$ cat src/rtl/ptds_pkg.sv
// Shared types, constants and register codes for the periodic task due scheduler.
package ptds_pkg;

	localparam int MAX_TASKS          = 4;
	localparam int DEFAULT_TASK_COUNT = 4;
	localparam int TIME_W             = 32;
	localparam int MASK_W             = MAX_TASKS;
	localparam int CFG_IDX_W          = 3;
	localparam int CFG_DATA_W         = 32;

	typedef logic [TIME_W-1:0] time_ms_t;
	typedef logic [MASK_W-1:0] task_mask_t;
	typedef logic [CFG_IDX_W-1:0] cfg_idx_t;

	localparam time_ms_t NO_TASK_WAKE_MS = time_ms_t'(1000);
	localparam time_ms_t INTERVAL_RESET  = time_ms_t'(1000);

	localparam cfg_idx_t CFG_INTERVAL_0 = cfg_idx_t'(0);
	localparam cfg_idx_t CFG_INTERVAL_1 = cfg_idx_t'(1);
	localparam cfg_idx_t CFG_INTERVAL_2 = cfg_idx_t'(2);
	localparam cfg_idx_t CFG_INTERVAL_3 = cfg_idx_t'(3);
	localparam cfg_idx_t CFG_ENABLE     = cfg_idx_t'(4);

	// One candidate for the wake-time minimum.
	typedef struct packed {
		logic     have;
		logic     still;
		time_ms_t left;
	} lane_t;

endpackage

$ cat src/rtl/ptds_tick_if.sv
// Request channel carrying one tick time.
interface ptds_tick_if import ptds_pkg::*; ();
	logic     valid;
	logic     ready;
	time_ms_t now_ms;

	modport source (output valid, output now_ms, input ready);
	modport sink (input valid, input now_ms, output ready);
endinterface

$ cat src/rtl/ptds_result_if.sv
// Result channel carrying the due mask and the next wake time.
interface ptds_result_if import ptds_pkg::*; ();
	logic       valid;
	logic       ready;
	task_mask_t due_mask;
	time_ms_t   next_wake_ms;

	modport source (output valid, output due_mask, output next_wake_ms, input ready);
	modport sink (input valid, input due_mask, input next_wake_ms, output ready);
endinterface

$ cat src/rtl/ptds_task_unit.sv
// Per-task due check and remaining time after the last-run update.
module ptds_task_unit import ptds_pkg::*; (
	input  time_ms_t now_ms,
	input  time_ms_t fired_at,
	input  time_ms_t interval,
	input  logic     live,
	output logic     due,
	output lane_t    lane
);
	time_ms_t elapsed;
	time_ms_t post_elapsed;

	assign elapsed      = now_ms - fired_at;
	assign due          = live && (elapsed >= interval);
	// a due task restarts at now, so its elapsed time becomes zero
	assign post_elapsed = due ? '0 : elapsed;

	assign lane.still = due && (interval == '0);
	assign lane.have  = live && !lane.still;
	assign lane.left  = interval - post_elapsed;
endmodule

$ cat src/rtl/ptds_wake_min.sv
// Minimum tree over the task lanes giving the next wake time.
module ptds_wake_min import ptds_pkg::*; (
	input  lane_t    lanes [MAX_TASKS],
	output time_ms_t wake_ms
);
	function automatic lane_t combine(input lane_t a, input lane_t b);
		lane_t r;
		r.have  = a.have | b.have;
		r.still = a.still | b.still;
		if (a.have && (!b.have || a.left <= b.left)) begin
			r.left = a.left;
		end else begin
			r.left = b.left;
		end
		return r;
	endfunction

	lane_t lo;
	lane_t hi;
	lane_t all;

	assign lo  = combine(lanes[0], lanes[1]);
	assign hi  = combine(lanes[2], lanes[3]);
	assign all = combine(lo, hi);

	always_comb begin
		if (all.still) begin
			wake_ms = '0;
		end else if (all.have) begin
			wake_ms = all.left;
		end else begin
			wake_ms = NO_TASK_WAKE_MS;
		end
	end
endmodule

$ cat src/rtl/periodic_task_due_scheduler.sv
// Top level of the periodic task due scheduler.
// Usage:
//   tick   : request channel, one millisecond time stamp (now_ms) per request.
//   result : one result per request, due_mask and next_wake_ms.
//   cfg_we/cfg_index/cfg_data : register writes, indexes 0..3 task intervals,
//            index 4 enable mask; write only while no request is in flight.
// A request is registered in the input register when it is accepted; the task
// checks and the wake minimum then run from that register into the result
// register, and the result is valid once it is loaded there.
// Throughput is one request per cycle unless result stalls: the single compute
// pass between the input and result registers also updates the last-run times.
// When result is stalled, the result register holds and the input register
// still takes one more request; tick.ready then drops until result moves.
// Reset clears the valid flags of both registers, sets all last-run times to zero,
// intervals to 1000 and the enable mask to zero.
module periodic_task_due_scheduler import ptds_pkg::*; #(
	parameter int TASK_COUNT = DEFAULT_TASK_COUNT
) (
	input  logic                  clk,
	input  logic                  arst_n,
	ptds_tick_if.sink             tick,
	ptds_result_if.source         result,
	input  logic                  cfg_we,
	input  cfg_idx_t              cfg_index,
	input  logic [CFG_DATA_W-1:0] cfg_data
);
	time_ms_t   interval_q [MAX_TASKS];
	task_mask_t enable_q;
	time_ms_t   fired_at_q [TASK_COUNT];

	logic       valid_s1;
	time_ms_t   now_ms_s1;
	logic       valid_s2;
	task_mask_t due_s2;
	time_ms_t   wake_s2;

	logic       adv_s1;
	task_mask_t due;
	lane_t      lanes [MAX_TASKS];
	time_ms_t   wake_ms;

	assign adv_s1     = valid_s1 && (!valid_s2 || result.ready);
	assign tick.ready = !valid_s1 || adv_s1;

	always_ff @(posedge clk or negedge arst_n) begin
		if (!arst_n) begin
			for (int i = 0; i < MAX_TASKS; i++) begin
				interval_q[i] <= INTERVAL_RESET;
			end
			enable_q <= '0;
		end else if (cfg_we) begin
			unique case (cfg_index)
				CFG_INTERVAL_0: interval_q[0] <= cfg_data[TIME_W-1:0];
				CFG_INTERVAL_1: interval_q[1] <= cfg_data[TIME_W-1:0];
				CFG_INTERVAL_2: interval_q[2] <= cfg_data[TIME_W-1:0];
				CFG_INTERVAL_3: interval_q[3] <= cfg_data[TIME_W-1:0];
				CFG_ENABLE:     enable_q      <= cfg_data[MASK_W-1:0];
				default: ;
			endcase
		end
	end

	for (genvar i = 0; i < MAX_TASKS; i++) begin : g_task
		if (i < TASK_COUNT) begin : g_live
			ptds_task_unit u_task (
				.now_ms   (now_ms_s1),
				.fired_at (fired_at_q[i]),
				.interval (interval_q[i]),
				.live     (enable_q[i]),
				.due      (due[i]),
				.lane     (lanes[i])
			);
		end else begin : g_none
			assign due[i]   = 1'b0;
			assign lanes[i] = '0;
		end
	end

	ptds_wake_min u_wake (
		.lanes   (lanes),
		.wake_ms (wake_ms)
	);

	always_ff @(posedge clk or negedge arst_n) begin
		if (!arst_n) begin
			for (int i = 0; i < TASK_COUNT; i++) begin
				fired_at_q[i] <= '0;
			end
		end else if (adv_s1) begin
			for (int i = 0; i < TASK_COUNT; i++) begin
				if (due[i]) begin
					fired_at_q[i] <= now_ms_s1;
				end
			end
		end
	end

	always_ff @(posedge clk or negedge arst_n) begin
		if (!arst_n) begin
			valid_s1 <= 1'b0;
		end else if (tick.ready) begin
			valid_s1 <= tick.valid;
		end
	end

	always_ff @(posedge clk) begin
		if (tick.ready && tick.valid) begin
			now_ms_s1 <= tick.now_ms;
		end
	end

	always_ff @(posedge clk or negedge arst_n) begin
		if (!arst_n) begin
			valid_s2 <= 1'b0;
		end else if (!valid_s2 || result.ready) begin
			valid_s2 <= valid_s1;
		end
	end

	always_ff @(posedge clk) begin
		if (adv_s1) begin
			due_s2  <= due;
			wake_s2 <= wake_ms;
		end
	end

	assign result.valid        = valid_s2;
	assign result.due_mask     = due_s2;
	assign result.next_wake_ms = wake_s2;
endmodule
$ cat src/flat_wrapper.sv
// flat-port wrapper written by rule: the top's interface ports become plain ports
module periodic_task_due_scheduler_flat import ptds_pkg::*;
#(
	parameter int TASK_COUNT = DEFAULT_TASK_COUNT
)
  (clk, arst_n, cfg_we, cfg_index, cfg_data, tick_valid, tick_now_ms, tick_ready, result_valid, result_due_mask, result_next_wake_ms, result_ready);
  ptds_tick_if tick_i ();
  ptds_result_if result_i ();
  input  logic clk;
  input  logic arst_n;
  input  logic cfg_we;
  input  cfg_idx_t cfg_index;
  input  logic [CFG_DATA_W-1:0] cfg_data;
  input wire logic [$bits(tick_i.valid)-1:0] tick_valid;
  input wire logic [$bits(tick_i.now_ms)-1:0] tick_now_ms;
  output wire logic [$bits(tick_i.ready)-1:0] tick_ready;
  output wire logic [$bits(result_i.valid)-1:0] result_valid;
  output wire logic [$bits(result_i.due_mask)-1:0] result_due_mask;
  output wire logic [$bits(result_i.next_wake_ms)-1:0] result_next_wake_ms;
  input wire logic [$bits(result_i.ready)-1:0] result_ready;
  assign tick_i.valid = tick_valid;
  assign tick_i.now_ms = tick_now_ms;
  assign tick_ready = tick_i.ready;
  assign result_valid = result_i.valid;
  assign result_due_mask = result_i.due_mask;
  assign result_next_wake_ms = result_i.next_wake_ms;
  assign result_i.ready = result_ready;
  periodic_task_due_scheduler #(.TASK_COUNT(TASK_COUNT)) u_core (.clk(clk), .arst_n(arst_n), .tick(tick_i), .result(result_i), .cfg_we(cfg_we), .cfg_index(cfg_index), .cfg_data(cfg_data));
endmodule
$ cat config.mk
export PLATFORM = sky130hd
export DESIGN_NAME = periodic_task_due_scheduler_flat
export DESIGN_NICKNAME = d
export VERILOG_FILES = /design/src/rtl/ptds_pkg.sv /design/src/rtl/ptds_tick_if.sv /design/src/rtl/ptds_result_if.sv /design/src/rtl/ptds_task_unit.sv /design/src/rtl/ptds_wake_min.sv /design/src/rtl/periodic_task_due_scheduler.sv /design/src/flat_wrapper.sv
export SDC_FILE = /design/constraint.sdc
export NUM_CORES = 1
export LEC_CHECK = 0
export BUFFER_PORTS_ARGS = -buffer_cell sky130_fd_sc_hd__buf_2
export CORE_MARGIN = 2
export CORE_UTILIZATION = 45
export DETAILED_ROUTE_END_ITERATION = 10
export PLACE_DENSITY = 0.73
export SLEW_MARGIN = 20
export SYNTH_ARGS = -nofsm -noshare
export SYNTH_HDL_FRONTEND = slang
export SYNTH_SLANG_ARGS = --single-unit
$ cat constraint.sdc
create_clock -name clk -period 10.4 [get_ports clk]
set_input_delay 3.12 -clock clk [delete_from_list [all_inputs] [get_ports clk]]
set_output_delay 3.12 -clock clk [all_outputs]
set_load 0.02 [all_outputs]
==> summary.txt, run 1 <==
Crit Path Class: reg -> reg
worst rel slew slack: 22.5%
first-pass GRT wire length: 172 mm
Clk Tree Root Cell: clkbuf_16
Worst Setup Start Kind: flop
RSZ-0062 raised after global routing: yes
setup slack after layout: -1.64 ns
status: finished, violations left
Synth top area share: 19.0%
GRT overflow: 0
Final GP Congestion: 0.976
top cell type by total area after synthesis: dfrtp_1
CTS H-tree depth: 2
Die X: 268 um
violated checks: setup timing
IO Pins: 110
WP data required: 10.72 ns
nets: 5449
post-route ant nets: 0
Total GRT Usage: 31.0%
DP Wirelength: 90.3 mm
hold_sp: u_core.valid_s1$_DFFE_PN0N_
Area Overhead vs Synth: 41.3%
Initial DRC Count: 2349
max-slew violations: 0
CP max FO: 6
total die area: 71900 um^2
number of antenna violations at the first check in global routing: 2
clock sinks: 330
largest net degree at the start of global routing: 92
Arr. time, crit path: 12.36 ns
final worst path period share: 116%
TritonCTS clock tree: built
dpl cells: 5716
clk slew on worst S/H paths: 0.06 ns
Seq/Total Area, Yosys: 27.5%
syn_nets: 4207
Cell Area, Synth: 31400 um^2
top cells by area, synth: dfrtp_1, ha_1, edfxtp_1
Worst R2R Start: u_core.now_ms_s1[0]$_DFFE_PP_
final hold violation count: 0
count of flip-flops with a built-in enable after synthesis: 68
worst hold slack: 0.488 ns
max_cap viols: 0
Synth cell types: 111
flops & latches, synth: 330
Post-Route Setup TNS: -48.84 ns
share of cells above drive strength 1: 35.2%
Worst-Skew Late Latency: 0.59 ns
Initial Util: 45.6%
most frequent cells after synthesis: ha_1, nand2_1, inv_1
drt total wl: 115 mm
measured slew at the worst slew-check pin: 1.15 ns
Core Box Area: 68800 um^2
cells after synthesis: 3655
n_diodes: 0
Die H: 268 um
num rows: 96
Post-Layout Cell Count: 5861
# DRC: 0
Syn Area/Cell: 8.59 um^2
skew final: 0.0240 ns
wire per inst: 19.5 um
Critical Path Max Stage Delay: 0.65 ns
Tmin final: 12.04 ns
critical path's slowest cell: or4_4
vias per cell: 5.55
Worst setup EP type: flop
FFs w/ async S/R, synth: 79.4%
Main synth FF type: dfrtp_1
CTS max path bufs: 3
final setup vio count: 32
Worst Hold Class: reg -> reg
Synth Warn #: 0
drt pass-1 iters: 5
vias in the first global route: 31900
Max Clock Freq: 83.1 MHz
Critical path origin: u_core.now_ms_s1[0]$_DFFE_PP_
Num CTS Buffers: 42
IO buf count: 109
most common cell in the netlist: ha_1
detailed-route via count: 32500
Post-CTS Hold Buffers: 0
## kinds of logic after synthesis
kind of cell | Yosys count | synth area share, %
compound gates | 1045 | 21.5
fa+ha+maj | 480 | 19.3
buf+inv | 432 | 5.42
flops | 330 | 27.5
mux | 139 | 4.94
xor+xnor | 226 | 6.39
simple gates | 1003 | 15.0
## placed cells by master (no fill, tap or decap), types with 39 or more instances in the layout
cell,synthesis,layout
mux2_2,113,115
nor3_1,50,45
nand3_1,55,52
xor2_1,79,76
o21ai_0,286,271
edfxtp_1,68,68
nand2b_1,42,39
a21o_1,148,148
buf_2,14,108
xnor2_1,145,137
nand4_1,61,61
clkbuf_16,0,43
nor2_1,174,151
nand2_1,445,430
o21a_1,53,53
inv_1,352,349
dfrtp_1,238,238
buf_4,0,1128
ha_1,472,447
a21oi_1,265,242
## per-layer routing
metal	vias to the layer above	share of wire, %	wire length, um	GRT usage, %
li1	15700	-	-	-
met1	15500	42	48300	39.7
met2	1083	46	52400	51.0
met3	287	6.4	7330	4.23
met4	0	5.7	6560	15.6
met5	-	0	0	0
## registers in the layout, indices dropped and copies added, names as in the netlist
| name | flops |
|---|---|
| u_core.result.valid | 1 |
| u_core.result.due_mask | 4 |
| u_core.enable_q | 4 |
| u_core.now_ms_s1 | 32 |
| u_core.interval_q | 128 |
| u_core.valid_s1 | 1 |
| u_core.result.next_wake_ms | 32 |
| u_core.fired_at_q | 128 |
## worst max-delay path: cells and delay by family, from the launching register on
family                     cells  cell delay (ns)
muxes                          2             0.56
AOI/OAI and AO/OA             23             4.78
xor gates and xnor gates       1             0.26
and+or+nand+nor               14             3.08
adders and majority gates      6             1.54
DFF                            1             0.41
buffers and inverters         10             1.11
## worst paths after layout
kind,endpoint,slack (ns),depth (start not counted)
max,u_core.result.next_wake_ms[15]$_SDFFCE_PP0P_,-1.64,56
min,u_core.result.valid$_DFFE_PN0P_,0.49,1
max reg2reg,u_core.result.next_wake_ms[15]$_SDFFCE_PP0P_,-1.64,56
min reg2reg,u_core.result.valid$_DFFE_PN0P_,0.49,1
max in group asynchronous,u_core.interval_q[36]$_DFFE_PN0P_,6.32,2
min in group asynchronous,u_core.fired_at_q[58]$_DFFE_PN0P_,2.55,1
## layout make-up
cell class                 count  area [um^2]
multi-input combinational   2896        22400
clock inverter                23          184
inverter                     355         1350
timing repair buffer        1270         9520
tap                          931         1160
sequential                   330         8630
timing repair inverter         2         32.5
fill                        5432        24400
clock buffer                  54         1130
## what timing repair did
action,CTS,global route
endpoints found under the setup margin,32,32
gates resized for setup,136,122
gates cloned,6,0
endpoints found under the hold margin,0,0
setup buffers,38,25
pin swaps,54,86
## per-stage QoR
step | util [%] | instance area (um^2) | worst slack [ns]
2_1_floorplan | - | 31600 | 0.0143
3_5_place_dp | 59.9 | 41200 | -2.49
6_report | 64.5 | 44400 | -1.64
4_1_cts | 63.3 | 43500 | -1.38
5_1_grt | 64.5 | 44400 | -1.97
3_3_place_gp | 59.9 | 41200 | -2.39
Power of run 1 is not shown: default switching activity piles up to over one toggle a cycle in this logic, so the estimate is an artifact.
==> run 2: changes to the inputs <==
--- a/config.mk
+++ b/config.mk
@@ -5,7 +5,7 @@
 export SDC_FILE = /design/constraint.sdc
 export NUM_CORES = 1
 export LEC_CHECK = 0
-export BUFFER_PORTS_ARGS = -buffer_cell sky130_fd_sc_hd__buf_2
+export BUFFER_PORTS_ARGS = -buffer_cell sky130_fd_sc_hd__buf_4
 export CORE_MARGIN = 2
 export CORE_UTILIZATION = 45
 export DETAILED_ROUTE_END_ITERATION = 10
==> constraint.sdc (replaced) <==
create_clock -name clk -period 10.4 [get_ports clk]
set_input_delay 3.12 -clock clk [delete_from_list [all_inputs] [get_ports clk]]
set_output_delay 3.12 -clock clk [all_outputs]
set_load 0.005 [all_outputs]
==> run 2 against run 1 <==
The flow still finishes with violations (setup timing). Die area is the same. Clock skew rose by 0.0027 ns. Setup slack improved by 0.058 ns.
==> summary.txt, run 2 (same netlist as run 1, synthesis figures left out) <==
status: finished, violations left
violated checks: setup timing
final worst path period share: 115% (-0.56 points)
final setup vio count: 32 (unchanged)
num rows: 96 (unchanged)
Worst Hold Class: reg -> reg
FF-to-FF setup slack: -1.58 ns (+0.06 ns)
Area after DPL: 41700 um^2 (+1.0%)
wire per inst: 19.4 um (-0.57%)
Die X: 268 um (unchanged)
Area Overhead vs Synth: 41.9%
Worst setup EP type: flop
drt pass-1 iters: 5 (unchanged)
Largest regs: u_core.fired_at_q: 128 flops, u_core.interval_q: 128 flops
Num CTS Buffers: 41 (-2.4%)
Post-Route Setup TNS: -47.19 ns (+1.65 ns)
CP max FO: 8 (+2)
critical path's slowest cell: or4_4
Post-CTS Hold Buffers: 0 (unchanged)
setup slack after layout: -1.58 ns (+0.0584 ns)
CTS H-tree depth: 2 (unchanged)
Clk Tree Root Cell: clkbuf_16
Total GRT Usage: 31.3% (+0.32 points)
Final GP Congestion: 0.976 (about the same)
# DRC: 0 (unchanged)
TritonCTS clock tree: built
n_diodes: 0 (unchanged)
share of cells above drive strength 1: 35.0% (-0.13 points)
GRT overflow: 0 (unchanged)
measured slew at the worst slew-check pin: 0.976 ns (-0.177 ns)
clock sinks: 330 (unchanged)
largest net degree at the start of global routing: 89 (-3.3%)
detailed-route via count: 32600 (+0.065%)
number of antenna violations at the first check in global routing: 0 (-2)
commonest non-fill, non-tap cell in the layout: buf_4
CTS max path bufs: 3 (unchanged)
WP data required: 10.69 ns (-0.03 ns)
clk slew on worst S/H paths: 0.06 ns (about the same)
first-pass GRT wire length: 174 mm (+1.2%)
final hold violation count: 0 (unchanged)
Worst-Skew Late Latency: 0.59 ns (about the same)
Arr. time, crit path: 12.27 ns (-0.09 ns)
drt total wl: 114 mm (-0.59%)
max-slew violations: 0 (unchanged)
worst-case reg-to-reg path depth: 55 (-1.8%)
Die H: 268 um (unchanged)
Worst R2R End: u_core.result.next_wake_ms[6]$_SDFFCE_PP0P_
Critical Path Max Stage Delay: 0.60 ns (-0.05 ns)
nets: 5449 (unchanged)
total die area: 71900 um^2 (unchanged)
max_cap viols: 0 (unchanged)
Max Clock Freq: 83.5 MHz (+0.49%)
CP Capture Point: u_core.result.next_wake_ms[6]$_SDFFCE_PP0P_
worst hold slack: 0.493 ns (+0.00496 ns)
IO Pins: 110 (unchanged)
worst rel slew slack: 34.9% (+12 points)
vias per cell: 5.56 (about the same)
Initial Util: 45.6% (unchanged)
commonest non-fill, non-tap cells in the layout: buf_4, ha_1, nand2_1
Most common cell on crit path: ha_4
vias in the first global route: 32700 (+2.5%)
Worst Setup Start Kind: flop
DP Wirelength: 91.3 mm (+1.0%)
Finished Cell Area: 44600 um^2 (+0.43%)
Initial DRC Count: 2469 (+5.1%)
Tmin final: 11.98 ns (-0.0585 ns)
skew final: 0.0267 ns (+0.00265 ns)
Core Box Area: 68800 um^2 (unchanged)
Crit Path Class: reg -> reg
Filler cells: 5483 (+0.94%)
Worst R2R Start: u_core.now_ms_s1[0]$_DFFE_PP_
IO buf count: 109 (unchanged)
RSZ-0062 raised after global routing: yes
Critical path origin: u_core.now_ms_s1[0]$_DFFE_PP_
post-route ant nets: 0 (unchanged)
run 2: cell type report:
| cell class | instances | area [um^2] | area share (%) |
|---|---|---|---|
| flip-flops and latches | 330 | 8630 | 19.4 |
| repair buffers | 1273 | 9810 | 22.0 |
| multi-input cells | 2896 | 22300 | 50.1 |
| inverters | 355 | 1340 | 3.01 |
| clock inverters | 16 | 146 | 0.328 |
| well taps | 931 | 1160 | 2.61 |
| clock buffers | 59 | 1140 | 2.57 |
run 2: worst max-delay path: cells and delay by family, from the launching register on:
family,cells,cell delay (ns)
compound gates,18,4.11
simple gates,18,3.45
fa+ha+maj,6,1.60
buf+inv,9,1.18
mux,2,0.60
flops,1,0.39
xor+xnor,2,0.32
run 2: worst min path at each step:
stage	start	end	slack [ns]	cells past startpoint
2_1_floorplan	u_core.fired_at_q[64]$_DFFE_PN0P_	u_core.fired_at_q[64]$_DFFE_PN0P_	0.45	2
4_1_cts	u_core.valid_s1$_DFFE_PN0N_	u_core.result.valid$_DFFE_PN0P_	0.50	1
6_report	u_core.valid_s1$_DFFE_PN0N_	u_core.result.valid$_DFFE_PN0P_	0.49	1
5_1_grt	u_core.valid_s1$_DFFE_PN0N_	u_core.result.valid$_DFFE_PN0P_	0.52	1
3_3_place_gp	u_core.valid_s1$_DFFE_PN0N_	u_core.result.valid$_DFFE_PN0P_	0.47	1
3_5_place_dp	u_core.valid_s1$_DFFE_PN0N_	u_core.result.valid$_DFFE_PN0P_	0.48	1
run 2: repair_timing:
action | CTS | global route
pin swaps | 42 | 60
buffers inserted | 37 | 16
gates cloned | 3 | 1
endpoints found under the setup margin | 32 | 32
resized for setup | 140 | 93
endpoints found under the hold margin | 0 | 0
run 2: per-stage QoR:
| step | instances | utilization, % | worst slack (ns) |
|---|---|---|---|
| after detailed placement | 5730 | 60.5 | -1.98 |
| final | 5860 | 64.8 | -1.58 |
| after global routing | 5860 | 64.8 | -1.84 |
| after floorplan | 3655 | - | 0.0143 |
| after global placement | 5729 | 60.5 | -1.80 |
| after CTS | 5844 | 63.9 | -1.26 |
run 2: layer usage:
metal | global-route usage [%] | share of wire [%] | vias up
met5 | 0 | 0 | -
met4 | 16.0 | 5.7 | 0
met3 | 4.71 | 6.6 | 300
met2 | 52.7 | 46 | 1149
met1 | 38.8 | 41 | 15500
li1 | - | - | 15600
Power of run 2 is left out for the same reason.
